File: src/sv/shortest_job_first_scheduler_defines.svh
// ----------------------------------------------------------------------------
// Shortest-job-first scheduler assertion macros
// Property wrappers shared by the files that carry concurrent checks.
// ----------------------------------------------------------------------------
`ifndef SHORTEST_JOB_FIRST_SCHEDULER_DEFINES_SVH
`define SHORTEST_JOB_FIRST_SCHEDULER_DEFINES_SVH

// Same-cycle implication, disabled while reset is active.
`define SJF_ASSERT_NOW(label, clk, rst_n, ante, cons) \
	label: assert property (@(posedge clk) disable iff (!rst_n) (ante) |-> (cons)) \
		else $error("sjf check failed: same-cycle implication");

// Next-cycle implication, disabled while reset is active.
`define SJF_ASSERT_NEXT(label, clk, rst_n, ante, cons) \
	label: assert property (@(posedge clk) disable iff (!rst_n) (ante) |=> (cons)) \
		else $error("sjf check failed: next-cycle implication");

`endif

File: src/sv/sjf_pkg.sv
// ----------------------------------------------------------------------------
// Shortest-job-first scheduler package
// Sizes, field widths and shared types for the scheduler and its divider.
// ----------------------------------------------------------------------------
package sjf_pkg;

	localparam int MAX_JOBS   = 32;
	localparam int BURST_BITS = 16;

	localparam int IDX_W     = $clog2(MAX_JOBS);
	localparam int CNT_W     = $clog2(MAX_JOBS + 1);
	localparam int ELAPSED_W = BURST_BITS + IDX_W;
	localparam int TOT_W     = ELAPSED_W + IDX_W;
	localparam int FRAC_W    = 8;
	localparam int DVD_W     = TOT_W + FRAC_W;
	localparam int STEP_W    = $clog2(DVD_W + 1);

	// Stream field widths.
	localparam int BURST_IN_W  = 16;
	localparam int IN_DATA_W   = 16;
	localparam int JOB_INDEX_W = 5;
	localparam int JOB_BURST_W = 16;
	localparam int WAIT_W      = 21;
	localparam int AVG_W       = 29;
	localparam int OUT_FIELD_W = JOB_INDEX_W + JOB_BURST_W + 2 * WAIT_W + 2 * AVG_W;
	localparam int OUT_DATA_W  = ((OUT_FIELD_W + 7) / 8) * 8;
	localparam int OUT_PAD_W   = OUT_DATA_W - OUT_FIELD_W;

	typedef struct packed {
		logic busy;
		logic done;
	} div_stat_t;

endpackage

File: src/sv/sjf_div.sv
// ----------------------------------------------------------------------------
// Shortest-job-first scheduler divider
// Restoring divider, one quotient bit per cycle, for the average times.
// ----------------------------------------------------------------------------
module sjf_div (
	input  logic                      clk,
	input  logic                      arst_n,
	input  logic                      start,
	input  logic [sjf_pkg::DVD_W-1:0] dividend,
	input  logic [sjf_pkg::CNT_W-1:0] divisor,
	output logic [sjf_pkg::DVD_W-1:0] quotient,
	output sjf_pkg::div_stat_t        stat
);
	import sjf_pkg::*;

	logic              busy_q;
	logic              done_q;
	logic [STEP_W-1:0] step_q;
	logic [DVD_W-1:0]  quo_q;
	logic [CNT_W:0]    rem_q;
	logic [CNT_W-1:0]  dvs_q;
	logic [CNT_W:0]    shifted;
	logic              fits;
	logic [CNT_W:0]    rem_nxt;

	// Remainder stays below the divisor, so its low bits carry all of it.
	assign shifted = {rem_q[CNT_W-1:0], quo_q[DVD_W-1]};
	assign fits    = shifted >= {1'b0, dvs_q};
	assign rem_nxt = fits ? (shifted - {1'b0, dvs_q}) : shifted;

	always_ff @(posedge clk or negedge arst_n) begin
		if (!arst_n) begin
			busy_q <= 1'b0;
			done_q <= 1'b0;
			step_q <= '0;
		end else begin
			done_q <= 1'b0;
			if (start) begin
				busy_q <= 1'b1;
				step_q <= STEP_W'(DVD_W);
			end else if (busy_q) begin
				step_q <= step_q - STEP_W'(1);
				if (step_q == STEP_W'(1)) begin
					busy_q <= 1'b0;
					done_q <= 1'b1;
				end
			end
		end
	end

	always_ff @(posedge clk) begin
		if (start) begin
			quo_q <= dividend;
			rem_q <= '0;
			dvs_q <= divisor;
		end else if (busy_q) begin
			quo_q <= {quo_q[DVD_W-2:0], fits};
			rem_q <= rem_nxt;
		end
	end

	assign quotient  = quo_q;
	assign stat.busy = busy_q;
	assign stat.done = done_q;

endmodule

File: src/sv/shortest_job_first_scheduler.sv
// ----------------------------------------------------------------------------
// Shortest-job-first scheduler
// Loads a set of burst times, then emits them in shortest-first order with
// waiting and turnaround times and the set's mean times.
// ----------------------------------------------------------------------------
// Loading takes one burst request per cycle into a 32-entry store; the request
// with tlast closes the set, zero bursts are skipped and bursts past capacity
// are dropped and flagged in tuser on every result. The block then stops
// taking requests. Each result comes from a scan of the store through its
// single registered read port, one entry per cycle. Before the final result
// (tlast) one shared serial divider runs twice, for the mean waiting and
// turnaround times. After the final result is taken the block is cleared
// and accepts the next set.
module shortest_job_first_scheduler (
	input  logic                           clk,
	input  logic                           arst_n,
	input  logic                           s_axis_tvalid,
	output logic                           s_axis_tready,
	// tdata: burst[15:0]
	input  logic [sjf_pkg::IN_DATA_W-1:0]  s_axis_tdata,
	input  logic                           s_axis_tlast,
	output logic                           m_axis_tvalid,
	input  logic                           m_axis_tready,
	// tdata: job_index[4:0], job_burst[20:5], waiting[41:21], turnaround[62:42],
	//        avg_waiting[91:63], avg_turnaround[120:92], zero pad[127:121]
	output logic [sjf_pkg::OUT_DATA_W-1:0] m_axis_tdata,
	output logic                           m_axis_tlast,
	// tuser: overflow[0]
	output logic                           m_axis_tuser
);
	import sjf_pkg::*;

	localparam logic [2:0] ST_LOAD      = 3'd0;
	localparam logic [2:0] ST_SCAN      = 3'd1;
	localparam logic [2:0] ST_PICK      = 3'd2;
	localparam logic [2:0] ST_DIVW_GO   = 3'd3;
	localparam logic [2:0] ST_DIVW_WAIT = 3'd4;
	localparam logic [2:0] ST_DIVT_GO   = 3'd5;
	localparam logic [2:0] ST_DIVT_WAIT = 3'd6;
	localparam logic [2:0] ST_OUT       = 3'd7;

	logic [2:0]            state_q;
	logic [CNT_W-1:0]      job_cnt_q;
	logic [CNT_W-1:0]      picks_q;
	logic [CNT_W-1:0]      scan_q;
	logic [ELAPSED_W-1:0]  elapsed_q;
	logic [TOT_W-1:0]      wait_tot_q;
	logic [TOT_W-1:0]      turn_tot_q;
	logic                  dropped_q;
	logic [MAX_JOBS-1:0]   done_q;
	logic                  cmp_vld_s1;
	logic [IDX_W-1:0]      cmp_idx_s1;
	logic                  best_vld_q;
	logic [IDX_W-1:0]      best_idx_q;
	logic [BURST_BITS-1:0] best_burst_q;
	logic                  out_final_q;

	logic [BURST_BITS-1:0] burst_store_q [MAX_JOBS];
	logic [BURST_BITS-1:0] rd_data_q;
	logic [IDX_W-1:0]      rd_addr;

	logic [JOB_INDEX_W-1:0] out_idx_q;
	logic [JOB_BURST_W-1:0] out_burst_q;
	logic [WAIT_W-1:0]      out_wait_q;
	logic [WAIT_W-1:0]      out_turn_q;
	logic [AVG_W-1:0]       out_avgw_q;
	logic [AVG_W-1:0]       out_avgt_q;

	logic [BURST_BITS-1:0] in_burst;
	logic                  in_acc;
	logic                  in_store;
	logic                  in_drop;
	logic [CNT_W-1:0]      cnt_nxt;
	logic [ELAPSED_W-1:0]  turn;
	logic [TOT_W-1:0]      wait_tot_nxt;
	logic                  last_pick;
	logic                  out_acc;
	logic                  take_cmp;

	logic                  div_start;
	logic [DVD_W-1:0]      div_dividend;
	logic [DVD_W-1:0]      div_quotient;
	div_stat_t             div_stat;

	assign in_burst  = s_axis_tdata[BURST_BITS-1:0];
	assign s_axis_tready = (state_q == ST_LOAD);
	assign in_acc    = s_axis_tvalid && s_axis_tready;
	assign in_store  = in_acc && (in_burst != '0) && (job_cnt_q < CNT_W'(MAX_JOBS));
	assign in_drop   = in_acc && (in_burst != '0) && (job_cnt_q >= CNT_W'(MAX_JOBS));
	assign cnt_nxt   = in_store ? (job_cnt_q + CNT_W'(1)) : job_cnt_q;

	assign turn         = elapsed_q + ELAPSED_W'(best_burst_q);
	assign wait_tot_nxt = wait_tot_q + TOT_W'(elapsed_q);
	assign last_pick    = (picks_q + CNT_W'(1)) == job_cnt_q;

	assign m_axis_tvalid = (state_q == ST_OUT);
	assign out_acc       = m_axis_tvalid && m_axis_tready;

	assign rd_addr  = scan_q[IDX_W-1:0];
	assign take_cmp = cmp_vld_s1 && !done_q[cmp_idx_s1] &&
		(!best_vld_q || (rd_data_q < best_burst_q));

	assign div_start    = (state_q == ST_DIVW_GO) || (state_q == ST_DIVT_GO);
	assign div_dividend = (state_q == ST_DIVW_GO) ? {wait_tot_q, FRAC_W'(0)}
		: {turn_tot_q, FRAC_W'(0)};

	sjf_div u_div (
		.clk      (clk),
		.arst_n   (arst_n),
		.start    (div_start),
		.dividend (div_dividend),
		.divisor  (job_cnt_q),
		.quotient (div_quotient),
		.stat     (div_stat)
	);

	always_ff @(posedge clk) begin
		if (in_store) begin
			burst_store_q[job_cnt_q[IDX_W-1:0]] <= in_burst;
		end
		rd_data_q <= burst_store_q[rd_addr];
	end

	always_ff @(posedge clk or negedge arst_n) begin
		if (!arst_n) begin
			state_q     <= ST_LOAD;
			job_cnt_q   <= '0;
			picks_q     <= '0;
			scan_q      <= '0;
			elapsed_q   <= '0;
			wait_tot_q  <= '0;
			turn_tot_q  <= '0;
			dropped_q   <= 1'b0;
			done_q      <= '0;
			cmp_vld_s1  <= 1'b0;
			best_vld_q  <= 1'b0;
			out_final_q <= 1'b0;
		end else begin
			case (state_q)
				ST_LOAD: begin
					if (in_acc) begin
						job_cnt_q <= cnt_nxt;
						if (in_drop) begin
							dropped_q <= 1'b1;
						end
						if (s_axis_tlast) begin
							if (cnt_nxt == '0) begin
								// empty set: nothing to schedule, clear
								job_cnt_q <= '0;
								dropped_q <= 1'b0;
							end else begin
								state_q    <= ST_SCAN;
								scan_q     <= '0;
								cmp_vld_s1 <= 1'b0;
								best_vld_q <= 1'b0;
							end
						end
					end
				end
				ST_SCAN: begin
					// issue one read per cycle, compare the entry read last cycle
					if (scan_q < job_cnt_q) begin
						cmp_vld_s1 <= 1'b1;
						scan_q     <= scan_q + CNT_W'(1);
					end else begin
						cmp_vld_s1 <= 1'b0;
						if (!cmp_vld_s1) begin
							state_q <= ST_PICK;
						end
					end
					if (take_cmp) begin
						best_vld_q <= 1'b1;
					end
				end
				ST_PICK: begin
					elapsed_q           <= turn;
					wait_tot_q          <= wait_tot_nxt;
					turn_tot_q          <= turn_tot_q + TOT_W'(turn);
					done_q[best_idx_q]  <= 1'b1;
					picks_q             <= picks_q + CNT_W'(1);
					best_vld_q          <= 1'b0;
					scan_q              <= '0;
					out_final_q         <= last_pick;
					state_q             <= last_pick ? ST_DIVW_GO : ST_OUT;
				end
				ST_DIVW_GO: begin
					state_q <= ST_DIVW_WAIT;
				end
				ST_DIVW_WAIT: begin
					if (div_stat.done) begin
						state_q <= ST_DIVT_GO;
					end
				end
				ST_DIVT_GO: begin
					state_q <= ST_DIVT_WAIT;
				end
				ST_DIVT_WAIT: begin
					if (div_stat.done) begin
						state_q <= ST_OUT;
					end
				end
				ST_OUT: begin
					if (out_acc) begin
						if (out_final_q) begin
							// schedule complete: return to the cleared state
							state_q     <= ST_LOAD;
							job_cnt_q   <= '0;
							picks_q     <= '0;
							elapsed_q   <= '0;
							wait_tot_q  <= '0;
							turn_tot_q  <= '0;
							dropped_q   <= 1'b0;
							done_q      <= '0;
							out_final_q <= 1'b0;
						end else begin
							state_q    <= ST_SCAN;
							cmp_vld_s1 <= 1'b0;
						end
					end
				end
				default: begin
					state_q <= ST_LOAD;
				end
			endcase
		end
	end

	// Payload registers: no reset.
	always_ff @(posedge clk) begin
		cmp_idx_s1 <= rd_addr;
		if (state_q == ST_SCAN && take_cmp) begin
			best_idx_q   <= cmp_idx_s1;
			best_burst_q <= rd_data_q;
		end
		if (state_q == ST_PICK) begin
			out_idx_q   <= JOB_INDEX_W'(best_idx_q);
			out_burst_q <= JOB_BURST_W'(best_burst_q);
			out_wait_q  <= WAIT_W'(elapsed_q);
			out_turn_q  <= WAIT_W'(turn);
			out_avgw_q  <= '0;
			out_avgt_q  <= '0;
		end
		if (state_q == ST_DIVW_WAIT && div_stat.done) begin
			out_avgw_q <= div_quotient[AVG_W-1:0];
		end
		if (state_q == ST_DIVT_WAIT && div_stat.done) begin
			out_avgt_q <= div_quotient[AVG_W-1:0];
		end
	end

	assign m_axis_tdata = {OUT_PAD_W'(0), out_avgt_q, out_avgw_q, out_turn_q,
		out_wait_q, out_burst_q, out_idx_q};
	assign m_axis_tlast = out_final_q;
	assign m_axis_tuser = dropped_q;

`include "shortest_job_first_scheduler_defines.svh"

	`SJF_ASSERT_NOW(a_load_no_output, clk, arst_n, s_axis_tready, !m_axis_tvalid)
	`SJF_ASSERT_NOW(a_div_busy_in_wait, clk, arst_n, div_stat.busy,
		(state_q == ST_DIVW_WAIT) || (state_q == ST_DIVT_WAIT))
	`SJF_ASSERT_NOW(a_final_all_picked, clk, arst_n, m_axis_tvalid && m_axis_tlast,
		picks_q == job_cnt_q)
	`SJF_ASSERT_NEXT(a_final_clears, clk, arst_n, out_acc && m_axis_tlast,
		s_axis_tready && (job_cnt_q == '0) && (done_q == '0))

endmodule

File: config.mk
export PLATFORM = sky130hd
export DESIGN_NAME = shortest_job_first_scheduler
export DESIGN_NICKNAME = d
export VERILOG_FILES = /design/src/sv/sjf_pkg.sv /design/src/sv/sjf_div.sv /design/src/sv/shortest_job_first_scheduler.sv
export VERILOG_INCLUDE_DIRS = /design/src /design/src/sv
export SDC_FILE = /design/constraint.sdc
export NUM_CORES = 1
export LEC_CHECK = 0
export BUFFER_PORTS_ARGS = -buffer_cell sky130_fd_sc_hd__buf_2
export CAP_MARGIN = 15
export CORE_UTILIZATION = 56
export CTS_CLUSTER_SIZE = 12
export DETAILED_ROUTE_END_ITERATION = 6
export GPL_ROUTABILITY_DRIVEN = 0
export GPL_TIMING_DRIVEN = 0
export PLACE_DENSITY_LB_ADDON = 0.05
export SYNTH_ARGS = -nofsm -noshare
export SYNTH_HDL_FRONTEND = slang
export SYNTH_SLANG_ARGS = --single-unit
File: constraint.sdc
create_clock -name clk -period 5.7 [get_ports clk]
set_clock_uncertainty 0.2 [all_clocks]
set_input_delay 0.285 -clock clk [delete_from_list [all_inputs] [get_ports clk]]
set_output_delay 0.285 -clock clk [all_outputs]
set_load 0.02 [all_outputs]
# After elaboration in Yosys (flattened, before gate mapping)
# Memories as Yosys holds them, arrays and structs flattened. A register that Yosys moved wholly into a read port is not among the register bits.
# Cells that the tools add are included.
# word_totals
ff_bits	331
latch_bits	0
ram_bits	512
rom_bits	0
wordCells	171
mem_count	1
# mem_list
memory	depth	width	rd	rd_clocked_by_memory_dff	wr	line_no	rtl
burst_store_q	32	16	1	1	1	shortest_job_first_scheduler.sv:58	logic [BURST_BITS-1:0] burst_store_q [MAX_JOBS];
# classes
n_addsub	8
multipliers	0
n_div	0
magnitude_cmp	8
n_eq_ne	21
n_shift	0
mux	73
bitwise_logic	1
reduce_logical	32
# op_table
op	n
$pmux W26 S2	2
$mux W34	3
$mux W29	3
$mux W6	13
$mux W32	2
$pmux W32 S2	1
$add A26 B21 Y26	2
$mux W26	2
$mux W21	2
$pmux W21 S2	1
$or A32 B32 Y32	1
$mux W3	9
$mux W1	25
$pmux W3 S8	1
$pmux W6 S2	2
$add A21 B16 Y21	1
$add A6 B1 Y6 const B	3
$pmux W6 S3	1
$lt A16 B16 Y1	1
$reduce_bool A16 Y1	1
$eq A3 B3 Y1 const B	4
$lt A5 B6 Y1 const B	2
$ne A2 B1 Y1 const B	6
$ne A2 B2 Y1 const B	6
28 further kinds	49

# Longest topological paths before layout
# Gate-level depths: netlist (run 1).
# depth
ltp_word	10
ltp_mapped	19
mapped_depth_nobuf	19

# Cells and area by module
# A second synthesis (run 1) with hierarchy kept.
# hier_totals
hier_cells	2237
hier_area_um2	36746.5
# modules_own_cells
mod	n_inst	cells_per_inst	area_each_um2
shortest_job_first_scheduler	1	2045	34169.0
sjf_div	1	192	2577.5

# Worst setup path after synthesis (run 1)
# Ideal clock, no wire load.
# synth_path
kind	reg-to-reg
from	reg cmp_idx_s1[0]
to	reg best_burst_q[0] (enable)
arrival_time_ns	5.290
required_ns	4.986
path_slack_ns	-0.304
stages_incl_launch_ff	7
path_buffers	1
period_less_slack_ns	6.004
cell_sequence	dfxtp_1 > clkbuf_1 > mux4_2 > mux4_2 > nand2b_1 > nand3_1 > a2111oi_0
# synth_between
elab_chain_cells	6
# synth_rtl
element	line_no	rtl
from (decl)	shortest_job_first_scheduler.sv:52	logic [IDX_W-1:0] cmp_idx_s1;
from (signal assigned)	shortest_job_first_scheduler.sv:230	cmp_idx_s1 <= rd_addr;
$bmux W1 S5	shortest_job_first_scheduler.sv:100	assign take_cmp = cmp_vld_s1 && !done_q[cmp_idx_s1] &&
$mux W1 (not written as such)	shortest_job_first_scheduler.sv:100	
$logic_not A1 Y1	shortest_job_first_scheduler.sv:100	
$logic_and A1 B1 Y1 (2 in a row)	shortest_job_first_scheduler.sv:100	
$logic_and A1 B1 Y1	shortest_job_first_scheduler.sv:231	if (state_q == ST_SCAN && take_cmp) begin
to (signal assigned)	shortest_job_first_scheduler.sv:233	best_burst_q <= rd_data_q;
to (decl)	shortest_job_first_scheduler.sv:55	logic [BURST_BITS-1:0] best_burst_q;
# No other way between the ends. The select of a mux whose other input is x is not followed.
# A chain may end at the register's enable or synchronous reset.

# Final worst setup path (run 1)
# layout_path
from	reg elapsed_q[1]
to	reg turn_tot_q[21]
# layout_between
elab_chain_cells	3
# layout_rtl
element	line_no	rtl
from (decl)	shortest_job_first_scheduler.sv:46	logic [ELAPSED_W-1:0] elapsed_q;
from (signal assigned)	shortest_job_first_scheduler.sv:176	elapsed_q <= turn;
$add A21 B16 Y21	shortest_job_first_scheduler.sv:92	assign turn = elapsed_q + ELAPSED_W'(best_burst_q);
via turn[13]	shortest_job_first_scheduler.sv:74	logic [ELAPSED_W-1:0] turn;
$add A26 B21 Y26	shortest_job_first_scheduler.sv:178	turn_tot_q <= turn_tot_q + TOT_W'(turn);
$pmux W26 S2	shortest_job_first_scheduler.sv:139	case (state_q)
to (signal assigned)	shortest_job_first_scheduler.sv:178	
to (decl)	shortest_job_first_scheduler.sv:48	logic [TOT_W-1:0] turn_tot_q;
# The timed path passes the listed nets, and every way through them passes these cells.

==> impl_metrics.env, run 1 <==
export IMPL_viasPerCell=6.00
export IMPL_hold_path_startpoint="s_axis_tdata[4]"
export IMPL_design_die_area_um2=66000
export IMPL_r2r_start="elapsed_q[1]"
export IMPL_drt_pass1_iter_count=5
export IMPL_syn_area_um2=36400
export IMPL_dp_hpwl_mm=60.1
export IMPL_cts_root_buf="clkbuf_16"
export IMPL_regArea_um2=24800
export IMPL_overflow=0
export IMPL_cts_buffer_depth=3
export IMPL_rsz0062_at_grt="false"
export IMPL_setup_viol=0
export IMPL_grt_max_degree=74
export IMPL_max_freq_ghz=0.188
export IMPL_core_area_um2=64300
export IMPL_synth_compound_area_share_pct=6.39
export IMPL_wl_per_cell_um=24.6
export IMPL_path_max_fanout=5
export IMPL_synthArstFlopShare_pct=16.1
export IMPL_ys_seq_area_share_pct=68.3
export IMPL_r2r_cells=18
export IMPL_die_h_um=257
export IMPL_grt_pass1_vias=21200
export IMPL_crit_type="register to register"
export IMPL_cp_end_kind="register"
export IMPL_path_clk_slew_ns=0.06
export IMPL_worst_slew_margin_rel_pct=25.1
export IMPL_drt_initial_drc_count=1897
export IMPL_synthMuxAreaShare_pct=12.0
export IMPL_clock_latency_ns=0.65
export IMPL_synth_top_family_by_area="multiplexers"
export IMPL_drv_cap=0
export IMPL_rows=93
export IMPL_cts_buffers=89
export IMPL_cp_arrival_ns=5.68
export IMPL_synthSimpleGateAreaFrac_pct=6.62
export IMPL_crit_required_ns=6.06
export IMPL_synth_top_area_share_pct=57.3
export IMPL_synth_area_leaders="edfxtp_1 (57%), mux4_2 (11%), dfrtp_1 (9.5%), ha_1 (3.2%), o21ai_0 (1.7%)"
export IMPL_vdd_drop_max_mv=0.284
export IMPL_synth_largest_area_cell="edfxtp_1"
export IMPL_final_hold_violation_count=0
export IMPL_syn_inst=2262
export IMPL_leakage_uw=0.0151
export IMPL_fin_crit_sh_pct=93.4
export IMPL_start_util_pct=56.5
export IMPL_fp_dieW_um=257
export IMPL_areaGrowthSynthToFinish_pct=14.9
export IMPL_grtUsageTotal_pct=26.3
export IMPL_cts_sinks=859
export IMPL_cts_tree="done"
export IMPL_finalPower_uw=20800
export IMPL_fillers=4517
export IMPL_grt_pass1_wl_mm=128
export IMPL_drc=0
export IMPL_powerDensity_nw_per_um2=497
export IMPL_drive_gt1_share_pct=21.1
export IMPL_crit_start="elapsed_q[1]"
export IMPL_synth_main_ff_cell="edfxtp_1"
export IMPL_nNetsFinal=2672
export IMPL_ant_nets=0
export IMPL_drv_slew=0
export IMPL_outcome="finished, final reports clean"
export IMPL_cp_start_kind="register"
export IMPL_worstMarginPinSlew_ns=1.11
export IMPL_min_path_cells=1
export IMPL_multiInputGateArea_um2=11100
export IMPL_portBuffers=145
export IMPL_routed_wl_mm=85.5
export IMPL_fin_crit_ns=5.32
export IMPL_utilization_pct=64.9
export IMPL_syn_area_per_cell_um2=16.1
export IMPL_grt_antenna_before_repair=0
export IMPL_synth_cell_types=76
export IMPL_synthAdderAreaFrac_pct=3.42
export IMPL_hold_class="input port to register"
export IMPL_synthXorXnorAreaFrac_pct=1.56
export IMPL_io_pins=153
export IMPL_vias=20800
export IMPL_hold_ws_ns=0.0200
export IMPL_synth_seq_cells=859
export IMPL_synth_edff_count=694
export IMPL_yosys_warnings=0
export IMPL_cts_htree_levels=3
==> where the power goes <==
group	total (uW)	switching (uW)	internal [uW]
clock	5580	2360	3210
combinational	6870	4090	2770
sequential	8310	604	7710
==> Yosys cell counts (33+ instances only) <==
| cell | number |
|---|---|
| a21oi_1 | 93 |
| inv_1 | 57 |
| nand2_1 | 136 |
| xnor2_1 | 33 |
| edfxtp_1 | 694 |
| clkbuf_1 | 70 |
| and2_1 | 70 |
| nor2_1 | 130 |
| mux4_2 | 170 |
| ha_1 | 93 |
| o21ai_0 | 120 |
| dfrtp_1 | 138 |
| nand3_1 | 36 |
==> flip-flops by register name (all words and copies together), names as in the netlist, 16 cells and up <==
signal	cells
burst_store_q	512
u_div.quotient	34
done_q	32
out_avgt_q	29
out_avgw_q	29
turn_tot_q	26
wait_tot_q	26
elapsed_q	21
out_turn_q	21
out_wait_q	21
best_burst_q	16
out_burst_q	16
rd_data_q	16
==> layout by cell type, fill, tap and decap left out, types with 70 or more instances in the layout <==
master     synthesis  final
nor2_1           130     98
clkbuf_16          0     90
and2_1            70     70
clkbuf_1          70     96
nand2_1          136    136
o21ai_0          120    120
a21oi_1           93     91
ha_1              93     93
edfxtp_1         694    694
buf_2              4    148
mux4_2           170    170
dfrtp_1          138    138
==> path summary, 6_finish.rpt <==
path | slack [ns] | end
min in group asynchronous | 0.07 | u_div.step_q[2]
setup reg to reg | 0.38 | turn_tot_q[21]
setup / recovery | 0.38 | turn_tot_q[21]
max in group asynchronous | 4.39 | elapsed_q[2]
hold / removal | 0.02 | burst_store_q[10][4]
hold reg to reg | 0.22 | cmp_idx_s1[0]
==> final cells by class <==
cell class / instances / area share, %
inverters: 59 / 0.530
plain buffers: 98 / 0.982
flip-flops and latches: 859 / 59.4
diodes: 1 / 0.00599
clock inverters: 30 / 0.838
well taps: 855 / 2.56
repair buffers: 195 / 3.37
clock buffers: 123 / 5.83
multi-input cells: 1252 / 26.4
==> logic make-up (layout without fill, tap and decap cells) <==
| kind of cell | after synthesis | after routing |
|---|---|---|
| and+or+nand+nor | 493 | 493 |
| xor gates and xnor gates | 65 | 65 |
| DFF | 859 | 859 |
| AOI/OAI and AO/OA | 369 | 369 |
| adders and majority gates | 97 | 97 |
| muxes | 221 | 221 |
| buffers and inverters | 157 | 505 |
| other | 1 | 8 |
==> worst max-delay path: stages, from the launching register on <==
cell       delay, ns
dfrtp_1         0.46
ha_1            0.34
a211o_1         0.31
a2111oi_1       0.52
o21ai_0         0.26
a31o_2          0.30
a21oi_1         0.17
o21ai_0         0.12
xor2_1          0.26
ha_1            0.34
a21oi_1         0.23
o211ai_1        0.19
a211oi_1        0.26
o221ai_1        0.21
o41ai_2         0.32
buf_4           0.18
o21ai_0         0.20
a21bo_2         0.27
a21oi_1         0.11
==> repair_timing <==
action | CTS | global route
buffers inserted | 0 | 1
setup endpoints to repair | 3 | 3
hold buffers | 12 | 0
gates resized for setup | 1 | 2
pin swaps | 0 | 1
endpoints found under the hold margin | 271 | 0
==> routing by layer <==
layer / wire, um / vias to the layer above / part of all wire (%) / track usage [%]
met4: 3920 / 0 / 4.6 / 11.7
met5: 0 / - / 0 / 0
li1: - / 9350 / - / -
met2: 42600 / 640 / 50 / 44.2
met1: 34600 / 10700 / 40 / 34.0
met3: 4380 / 173 / 5.1 / 4.16
==> metrics by stage <==
step	TNS (ns)	instances	setup WS, ns	instance area [um2]
finish	0	3472	0.379	41800
global route	0	3471	0.00646	41800
CTS	0	3470	0.233	41800
detailed placement	-0.0432	3305	-0.0273	38900
global placement	-26.07	3268	-1.24	38200
floorplan	0	2268	0.717	36400
Power figures use the tool's default switching activity.
==> run 2, diff against run 1 <==
--- a/config.mk
+++ b/config.mk
@@ -8,6 +8,7 @@
 export LEC_CHECK = 0
 export BUFFER_PORTS_ARGS = -buffer_cell sky130_fd_sc_hd__buf_2
 export CAP_MARGIN = 15
+export CORE_ASPECT_RATIO = 0.5
 export CORE_UTILIZATION = 56
 export CTS_CLUSTER_SIZE = 12
 export DETAILED_ROUTE_END_ITERATION = 6
==> impl_metrics.env, run 2 (synthesized netlist as in run 1, its figures left out) <==
export IMPL_core_area_um2=63600
export IMPL_largest_register_ffs=512
export IMPL_grt_antenna_before_repair=2
export IMPL_die_h_um=182
export IMPL_start_util_pct=57.2
export IMPL_cp_arrival_ns=5.58
export IMPL_layout_common_cells="edfxtp_1 (694), mux4_2 (170), buf_2 (149)"
export IMPL_cpMaxStageDelayCell="dfrtp_1"
export IMPL_vias=20800
export IMPL_path_clk_slew_ns=0.06
export IMPL_cp_start_kind="register"
export IMPL_grtUsageTotal_pct=25.6
export IMPL_drt_initial_drc_count=2139
export IMPL_antenna_cells=0
export IMPL_io_pins=153
export IMPL_grt_pass1_vias=20000
export IMPL_viasPerCell=5.98
export IMPL_cp_end_kind="register"
export IMPL_rows=65
export IMPL_drive_gt1_share_pct=20.7
export IMPL_finalInstanceArea_um2=41600
export IMPL_drv_slew=0
export IMPL_worstPathCellList="ha_1, a211o_1, a2111oi_2, o21ai_0, a31o_2, a21oi_1, o21ai_0, xor2_1, ha_1, a21oi_1, o211ai_1, a211oi_1, o221ai_1, o41ai_2, o21ai_0, nand4_1, mux2i_1"
export IMPL_drc=0
export IMPL_overflow=0
export IMPL_cts_sinks=859
export IMPL_wl_per_cell_um=23.9
export IMPL_drv_cap=0
export IMPL_path_max_fanout=5
export IMPL_dp_slack_ns=0.0203
export IMPL_rsz0062_at_grt="false"
export IMPL_crit_type="register to register"
export IMPL_nNetsFinal=2676
export IMPL_vdd_drop_max_mv=0.282
export IMPL_clock_latency_ns=0.63
export IMPL_max_freq_ghz=0.191
export IMPL_final_hold_violation_count=0
export IMPL_portBuffers=145
export IMPL_cts_buffers=83
export IMPL_slowest_delay_ns=0.45
export IMPL_cts_htree_levels=3
export IMPL_crit_required_ns=6.05
export IMPL_hold_class="input port to asynchronous set/reset pin"
export IMPL_critPathBufInv=0
export IMPL_setup_viol=0
export IMPL_outcome="finished, final reports clean"
export IMPL_ant_nets=0
export IMPL_powerDensity_nw_per_um2=485
export IMPL_postCtsSetupRepairBufs=0
export IMPL_grt_max_degree=82
export IMPL_place_area_um2=38900
export IMPL_fp_dieW_um=362
export IMPL_design_die_area_um2=66000
export IMPL_grt_pass1_wl_mm=125
export IMPL_fin_crit_sh_pct=91.8
export IMPL_worstMarginPinSlew_ns=1.10
export IMPL_drt_pass1_iter_count=6
export IMPL_routed_wl_mm=83.1
export IMPL_worst_slew_margin_rel_pct=26.4
export IMPL_cp_top_family="compound AO/OA/AOI/OAI gates"
export IMPL_cts_root_buf="clkbuf_16"
export IMPL_areaGrowthSynthToFinish_pct=14.2
export IMPL_final_common_cell="edfxtp_1"
export IMPL_cts_buffer_depth=3
export IMPL_dp_hpwl_mm=58.4
export IMPL_fin_crit_ns=5.23
export IMPL_leakage_uw=0.0150
export IMPL_cts_tree="done"
export IMPL_cpMostUsedCell="o21ai_0"
export IMPL_setup_slack_ns=0.469
run 2: what timing repair did:
item	in CTS	in global routing
setup endpoints to repair	2	3
cloned	0	0
pin swaps	0	0
hold buffers	17	0
gates resized for setup	1	3
hold endpoints to repair	443	0
run 2: metrics by stage:
step,cells,hold WS [ns],setup TNS (ns),total power [uW],util [%]
after global placement,3284,0.201,-21.63,15000,60.1
final,3473,0.00558,0,20100,65.3
after CTS,3469,0.000167,0,20200,65.2
after global routing,3473,0.0244,0,21200,65.3
after floorplan,2268,-0.211,0,13100,-
after detailed placement,3323,0.0902,0,15100,61.2
run 2: report_power, final:
| group | switching (uW) | leakage [uW] | internal, uW |
|---|---|---|---|
| Combinational | 4010 | 0.00548 | 2790 |
| Clock | 2280 | 0.00115 | 2760 |
| Sequential | 594 | 0.00838 | 7710 |
run 2: path summary, 6_finish.rpt:
check                      cells past startpoint       startpoint                    to  slack (ns)
max                                           17     elapsed_q[1]        turn_tot_q[23]        0.47
min                                            2           arst_n            done_q[22]       0.006
max reg2reg                                   17     elapsed_q[1]        turn_tot_q[23]        0.47
min reg2reg                                    0        scan_q[0]         cmp_idx_s1[0]        0.22
max in group asynchronous                      3           arst_n         turn_tot_q[9]        4.48
min in group clk                               1  s_axis_tdata[2]  burst_store_q[11][2]        0.01
run 2: cell type report:
class,instances,area (um2)
well taps,871,1090
clock buffers,118,2260
inverters,59,221
multi-input cells,1252,11100
fillers,4556,22000
plain buffers,98,410
clock inverters,11,133
flip-flops and latches,859,24800
repair buffers,205,1550
run 2: routing by layer:
metal	GRT usage (%)	part of all wire [%]
met2	39.2	46
met4	5.18	1.6
met1	38.8	46
met3	4.82	6.8
met5	0	0
==> run 3, diff against run 2 <==
--- a/config.mk
+++ b/config.mk
@@ -8,11 +8,9 @@
 export LEC_CHECK = 0
 export BUFFER_PORTS_ARGS = -buffer_cell sky130_fd_sc_hd__buf_2
 export CAP_MARGIN = 15
-export CORE_ASPECT_RATIO = 0.5
 export CORE_UTILIZATION = 56
 export CTS_CLUSTER_SIZE = 12
 export DETAILED_ROUTE_END_ITERATION = 6
-export GPL_ROUTABILITY_DRIVEN = 0
 export GPL_TIMING_DRIVEN = 0
 export PLACE_DENSITY_LB_ADDON = 0.05
 export SYNTH_ARGS = -nofsm -noshare
==> impl_metrics.env, run 3 (synthesized netlist as in run 1, its figures left out) <==
export IMPL_final_common_cell="edfxtp_1"
export IMPL_outcome="finished, final reports clean"
export IMPL_setup_viol=0
export IMPL_cpMostUsedCell="a21oi_1"
export IMPL_ant_nets=0
export IMPL_slowest_delay_ns=0.47
export IMPL_cp_start_kind="register"
export IMPL_reg2reg_setup_slack_ns=0.40
export IMPL_grtUsageTotal_pct=26.4
export IMPL_r2r_end="turn_tot_q[21]"
export IMPL_rows=93
export IMPL_powerDensity_nw_per_um2=495
export IMPL_crit_type="register to register"
export IMPL_leakage_uw=0.0152
export IMPL_cts_sinks=859
export IMPL_cp_end_kind="register"
export IMPL_portBuffers=145
export IMPL_worstPathCellList="ha_1, inv_1, fa_1, nor2b_1, o31ai_1, a21oi_1, a21oi_1, xnor2_1, ha_1, clkbuf_1, a21o_1, a31o_2, a211oi_1, o221ai_1, o41ai_2, o21ai_0, a21bo_2, a21oi_1"
export IMPL_wl_per_cell_um=24.5
export IMPL_dp_hpwl_mm=59.9
export IMPL_grt_max_degree=88
export IMPL_finalInstanceArea_um2=41800
export IMPL_areaGrowthSynthToFinish_pct=15.0
export IMPL_grt_antenna_before_repair=1
export IMPL_overflow=0
export IMPL_max_freq_ghz=0.189
export IMPL_start_util_pct=56.5
export IMPL_r2r_start="elapsed_q[0]"
export IMPL_fillers=4526
export IMPL_dp_slack_ns=-0.0328
export IMPL_grt_pass1_wl_mm=130
export IMPL_drive_gt1_share_pct=21.1
export IMPL_core_area_um2=64300
export IMPL_fin_crit_ns=5.30
export IMPL_cts_tree="done"
export IMPL_cp_arrival_ns=5.65
export IMPL_worst_slew_margin_rel_pct=25.7
export IMPL_cpMaxStageDelayCell="dfrtp_1"
export IMPL_die_h_um=257
export IMPL_drt_pass1_iter_count=5
export IMPL_cts_root_buf="clkbuf_16"
export IMPL_grt_pass1_vias=21100
export IMPL_path_clk_slew_ns=0.06
export IMPL_place_area_um2=38900
export IMPL_io_pins=153
export IMPL_drc=0
export IMPL_fp_dieW_um=257
export IMPL_hold_class="input port to register"
export IMPL_cts_buffer_depth=3
export IMPL_viasPerCell=5.98
export IMPL_worstMarginPinSlew_ns=1.11
export IMPL_final_hold_violation_count=0
export IMPL_setup_slack_ns=0.397
export IMPL_rsz0062_at_grt="false"
export IMPL_min_path_cells=1
export IMPL_design_die_area_um2=66000
export IMPL_drv_cap=0
export IMPL_cts_htree_levels=3
export IMPL_antenna_cells=0
export IMPL_cts_buffers=89
export IMPL_nNetsFinal=2678
export IMPL_vdd_drop_max_mv=0.288
export IMPL_r2r_cells=18
export IMPL_drv_slew=0
export IMPL_routed_wl_mm=85.2
export IMPL_largest_register_ffs=512
export IMPL_crit_required_ns=6.05
export IMPL_min_to="burst_store_q[10][5]"
export IMPL_hold_path_startpoint="s_axis_tdata[5]"
export IMPL_layout_common_cells="edfxtp_1 (694), mux4_2 (170), buf_2 (149)"
export IMPL_drt_initial_drc_count=1777
export IMPL_place_congestion=0.891
export IMPL_path_max_fanout=8
export IMPL_clock_latency_ns=0.64
export IMPL_vias=20800
export IMPL_fin_crit_sh_pct=93.0
[run 3: worst max-delay path, delay by kind of cell, from the launching register on]
family                   cells  cell delay [ns]
AO/OA/AOI/OAI               11             2.57
XOR/XNOR                     1             0.40
adder cells (fa/ha/maj)      3             1.09
buffers and inverters        2             0.30
flip-flops                   1             0.47
AND/OR/NAND/NOR              1             0.18
[run 3: what timing repair did]
| action | CTS | global route |
|---|---|---|
| endpoints found under the setup margin | 3 | 3 |
| buffers inserted | 0 | 0 |
| hold buffers | 17 | 0 |
| gates resized for setup | 1 | 4 |
| hold endpoints to repair | 385 | 0 |
[run 3: metal layers]
layer / track usage [%] / part of all wire, %
met5: 0 / 0.015
met4: 9.09 / 3.4
met3: 4.05 / 5.3
met2: 45.7 / 51
met1: 34.3 / 40
[run 3: stage by stage]
stage               utilization (%)  std cells  setup TNS [ns]  hold WS (ns)  power [uW]
detailed placement             60.4       3306         -0.0723        0.0900       15200
global placement               59.4       3268          -26.56         0.200       15000
CTS                            65.0       3479               0       0.00287       20800
global route                   65.0       3480               0        0.0209       21800
finish                         65.0       3480               0        0.0213       20700
floorplan                         -       2268               0        -0.211       13100
[run 3: area by class of cell]
type | count | area (um2) | area share [%]
Timing Repair Buffer | 201 | 1490 | 3.56
Tap cell | 855 | 1070 | 2.56
Inverter | 59 | 221 | 0.529
Sequential cell | 859 | 24800 | 59.4
Clock inverter | 29 | 342 | 0.816
Multi-Input combinational cell | 1252 | 11100 | 26.4
Clock buffer | 127 | 2410 | 5.76
Buffer | 98 | 410 | 0.981
[run 3: worst max-delay path by stage]
| stage | slack (ns) | endpoint | from |
|---|---|---|---|
| final | 0.40 | turn_tot_q[21] | elapsed_q[0] |
| after global routing | 0.11 | turn_tot_q[21] | best_burst_q[2] |
| after CTS | 0.21 | turn_tot_q[21] | best_burst_q[1] |
| after detailed placement | -0.03 | turn_tot_q[23] | elapsed_q[1] |
| after global placement | -1.26 | best_idx_q[0] | cmp_idx_s1[0] |
| after floorplan | 0.72 | best_burst_q[0] | cmp_idx_s1[0] |
[run 3: where the power goes]
part | switching (uW) | internal [uW] | leakage, uW | total (uW)
Clock | 2360 | 3180 | 0.00132 | 5540
Sequential | 603 | 7710 | 0.00838 | 8310
Combinational | 4080 | 2780 | 0.00546 | 6860
